File: src/rtl/lzsd_pkg.sv
// Package with the constants, codes and controller/datapath types of the LZSS decompressor.
`default_nettype none

package lzsd_pkg;

  localparam int unsigned HIST_DEPTH = 4096;
  localparam int unsigned HIST_AW    = $clog2(HIST_DEPTH);
  localparam int unsigned LANES      = 8;
  localparam int unsigned LANE_AW    = $clog2(LANES);
  localparam int unsigned CNT_W      = $clog2(LANES + 1);
  localparam int unsigned LIMIT_W    = 24;
  localparam int unsigned LEN_W      = 9;

  localparam logic [LIMIT_W-1:0] LIMIT_RESET = 24'hFF_FFFF;
  localparam logic [7:0]         FLAG_FILL   = 8'hFF;
  localparam logic [3:0]         LEN_ESCAPE  = 4'hF;
  localparam logic [LEN_W-1:0]   LEN_MIN     = 9'd3;
  localparam logic [LEN_W-1:0]   LEN_EXT     = 9'd18;

  typedef enum logic [1:0] {
    PH_FLAG  = 2'd0,
    PH_HIGH  = 2'd1,
    PH_EXTRA = 2'd2,
    PH_TOKEN = 2'd3
  } lzsd_phase_e;

  typedef enum logic [1:0] {
    ST_IDLE,
    ST_COPY_RD,
    ST_COPY_WR
  } lzsd_state_e;

  typedef struct packed {
    logic accept;
    logic rd_en;
    logic copy_emit;
  } lzsd_cmd_t;

  typedef struct packed {
    logic start_copy;
    logic out_free;
    logic emit_stall;
    logic copy_done;
  } lzsd_sts_t;

endpackage

`default_nettype wire

File: src/rtl/lzsd_ctrl.sv
// Controller state machine that sequences input beats and history copies.
`default_nettype none

module lzsd_ctrl (
  input  wire logic               clk_i,
  input  wire logic               rst_ni,
  input  wire logic               in_valid_i,
  output logic                    in_ready_o,
  input  wire lzsd_pkg::lzsd_sts_t sts_i,
  output lzsd_pkg::lzsd_cmd_t     cmd_o
);

  lzsd_pkg::lzsd_state_e state_q, state_d;

  always_ff @(posedge clk_i or negedge rst_ni) begin
    if (!rst_ni) begin
      state_q <= lzsd_pkg::ST_IDLE;
    end else begin
      state_q <= state_d;
    end
  end

  always_comb begin
    state_d = state_q;
    unique case (state_q)
      lzsd_pkg::ST_IDLE: begin
        if (in_valid_i && sts_i.out_free && sts_i.start_copy) begin
          state_d = lzsd_pkg::ST_COPY_RD;
        end
      end
      lzsd_pkg::ST_COPY_RD: begin
        state_d = lzsd_pkg::ST_COPY_WR;
      end
      lzsd_pkg::ST_COPY_WR: begin
        if (sts_i.copy_done) begin
          state_d = lzsd_pkg::ST_IDLE;
        end else if (!sts_i.emit_stall) begin
          state_d = lzsd_pkg::ST_COPY_RD;
        end
      end
      default: begin
        state_d = lzsd_pkg::ST_IDLE;
      end
    endcase
  end

  always_comb begin
    in_ready_o      = (state_q == lzsd_pkg::ST_IDLE) && sts_i.out_free;
    cmd_o.accept    = in_ready_o && in_valid_i;
    cmd_o.rd_en     = (state_q == lzsd_pkg::ST_COPY_RD);
    cmd_o.copy_emit = (state_q == lzsd_pkg::ST_COPY_WR);
  end

endmodule

`default_nettype wire

File: config.mk
export PLATFORM = sky130hd
export DESIGN_NAME = lzsd_ctrl
export DESIGN_NICKNAME = d
export VERILOG_FILES = /design/src/rtl/lzsd_pkg.sv /design/src/rtl/lzsd_ctrl.sv
export SDC_FILE = /design/constraint.sdc
export NUM_CORES = 1
export LEC_CHECK = 0
export BUFFER_PORTS_ARGS = -buffer_cell sky130_fd_sc_hd__buf_2
export CORE_AREA = 2 2 39 41
export CTS_CLUSTER_DIAMETER = 40
export DETAILED_ROUTE_END_ITERATION = 6
export DIE_AREA = 0 0 41 43
export GPL_TIMING_DRIVEN = 0
export SLEW_MARGIN = 20
export SYNTH_ARGS = -nofsm -noshare
export SYNTH_HDL_FRONTEND = slang
export SYNTH_SLANG_ARGS = --single-unit
File: constraint.sdc
create_clock -name clk_i -period 1.4 [get_ports clk_i]
set_input_delay 0.07 -clock clk_i [delete_from_list [all_inputs] [get_ports clk_i]]
set_output_delay 0.07 -clock clk_i [all_outputs]
set_load 0.05 [all_outputs]
==> results.md <==
- Routed len/inst: 7.59 um
- Async set-reset flop share out of synthesis: 1.00
- Vias in the first global route: 117
- Inserted Clock Buffers: 3
- Fin cells: 41
- Slew Viols, Final: 0
- Worst Tran Pin Value: 0.265 ns
- Top reg by flops: state_q
- Flop2flop setup slack: 0.47 ns
- CTS tree: done
- First drt pass iteration count: 2
- Top post-synthesis cells by count: 2 x a31o_1, 2 x dfrtp_1
- Clk network pwr share: 0.445
- Overall Global Routing Usage: 0.0422
- Clk_lat worst skew: 0.22 ns
- Sink Count: 2
- Cell Pwr Density: 1210 mW/mm2
- Post-Place Cells: 37
- R2R cell count: 2
- Via count: 128
- Area contributors post-synth: dfrtp_1 41%, a31o_1 14%, nor3b_2 10%
- PortBufs: 10
- R2r endpoint: state_q[0]$_DFFE_PN0P_
- Worst setup path end: cmd_o[2]
- Crit-path slowest cell: dfrtp_1
- Dpl ws: 0.298 ns
- Setup crit start: state_q[1]$_DFFE_PN0P_
- Upper clock frequency limit: 755 MHz
- Worst setup EP type: output port
- First-pass GRT wire length: 407 um
- Mean Syn Cell Area: 11.1 um2
- Setup WS post-layout: 0.0753 ns
- Max Cap Violations: 0
- # rows: 14
- CP max FO: 4
- Fin. Hold Viols: 0
- Crit-path max cell delay: 0.41 ns
- Top-area cell type share of the netlist area: 0.408
- Top Registers: state_q (2)
- Synthesis Warnings: 0
- WS Path Type: reg -> out
- Cells after Synth: 11
- H-tree levels: 1
- Root Buffer: clkbuf_4
- Sw frac: 0.323
- Logic gate share of total power: 0.307
- Grt ovf: 0
- DR iter-0 viols: 3
- Setup bufs post-CTS: 0
- Synthesized area: 123 um2
- Initial core utilization: 0.0886
- NetSw: 91.7 uW
- Core Area: 0.00138 mm2
- Setup Skew: 0.00170 ns
- Worst path arrival time: 1.25 ns
- Fin util: 0.170
- Die width: 41 um
- Leak Pwr: 0.000122 uW
- Outcome: completed
- EDFF count, synth: 0
- Max IR drop VDD: 189 uV
- Main synth FF type: dfrtp_1
- Clock buffer depth: 2
- Worst R2R Start: state_q[0]$_DFFE_PN0P_
- Seq/Total Area, Yosys: 0.408
- Number of setup violations in the final report: 0
- Worst-path clk slew: 0.03 ns
- Rel. slew slack: 0.821
- Via/cell ratio: 3.12
- RSZ-0062 raised after global routing: no
- Tcrit/Tclk final: 0.946
- Count of cell types in the netlist: 9
- Worst hold path type: in -> reg
- Register share of total power: 0.249
- Drt drc: 0
- Max reg flops: 2
- Largest net degree at the start of global routing: 5
- Syn nets: 18
- Antenna diode count: 0
- Die area: 0.00176 mm2
- Initial antenna violation count: 0
- Cells along the critical path: nor3b_4 -> and2_2 -> buf_2
- Area Overhead vs Synth: 91.8%
- CTS resizes: 0
- GPL Wtd Cong: 0.579
- Tot Pwr: 284 uW
- Final setup TNS: 0 ns
- Final min period: 1.32 ns
- Area leader, netlist: dfrtp_1
- Routed wire length: 311 um
- Fraction of layout instances using a drive strength above 1: 0.720
- Cell-internal power: 192 uW
- Boundary Pins: 11
- DRT antenna net count: 0
- Worst Path Required: 1.33 ns
- Nets: 34
- Number of synthesized register bits: 2
- Critical Path Source Type: flip-flop
- Die H: 43 um
## metal layers
| layer | part of all wire | track usage | wire length [um] |
|---|---|---|---|
| met2 | 0.50 | 0.0406 | 154 |
| met1 | 0.37 | 0.0354 | 115 |
| met5 | 0 | 0 | 0 |
| met4 | 0.019 | 0.0800 | 6 |
| met3 | 0.11 | 0.0314 | 34 |
## cells by family (layout without fill, tap and decap cells)
group	Yosys count	after routing	share of synthesized area
DFF	2	2	0.408
AOI/OAI and AO/OA	2	2	0.143
and+or+nand+nor	5	5	0.357
buffers and inverters	2	16	0.0918
## power by group through the flow
stage / clock (uW) / combinational [uW] / sequential (uW)
6_report: 126 / 86.9 / 70.6
5_1_grt: 134 / 92.2 / 71.6
4_1_cts: 136 / 88.0 / 70.6
3_5_place_dp: 0 / 85.9 / 71.2
3_3_place_gp: 0 / 85.3 / 71.1
2_1_floorplan: 0 / 65.1 / 70.2
## through the flow
stage	hold slack, ns	area (um2)
floorplan	-0.226	133
finish	0.0834	235
global route	0.0925	235
CTS	0.0761	235
global placement	-0.144	203
detailed placement	-0.141	203
## area by class of cell
cell class	count	area, um2
well taps	16	20.0
inverters	1	3.75
clock buffers	3	22.5
multi-input cells	7	71.3
fillers	155	1150
repair buffers	11	60.1
plain buffers	1	7.51
flip-flops and latches	2	50.0
## worst max-delay path: cells and delay by family (launching register included)
| kind | cells | cell delay [ns] |
|---|---|---|
| buf+inv | 1 | 0.25 |
| flops | 1 | 0.41 |
| simple gates | 2 | 0.38 |
## how the worst min path moves through the flow
| stage | start | to | cells after the start |
|---|---|---|---|
| finish | sts_i[3] | state_q[0]$_DFFE_PN0P_ | 2 |
| global route | sts_i[3] | state_q[0]$_DFFE_PN0P_ | 2 |
| CTS | sts_i[3] | state_q[0]$_DFFE_PN0P_ | 2 |
| detailed placement | rst_ni | state_q[1]$_DFFE_PN0P_ | 1 |
| global placement | rst_ni | state_q[1]$_DFFE_PN0P_ | 1 |
| floorplan | rst_ni | state_q[0]$_DFFE_PN0P_ | 0 |
## cell usage in the layout, fill, tap and decap left out
cell	synthesis	final
buf_2	0	10
clkbuf_4	0	3
a31o_1	2	2
dfrtp_1	2	2
nor2b_2	0	1
and2b_4	1	1
nor3b_4	0	1
and2_2	0	1
nor4b_1	1	1
inv_1	1	1
buf_4	1	1
dlygate4sd3_1	0	1
## timing repair
action / CTS / global route
hold endpoints to repair: 2 / 0
setup endpoints to repair: 0 / 0
hold buffers: 1 / 0
Note: power is estimated with default switching activity, not from simulation.
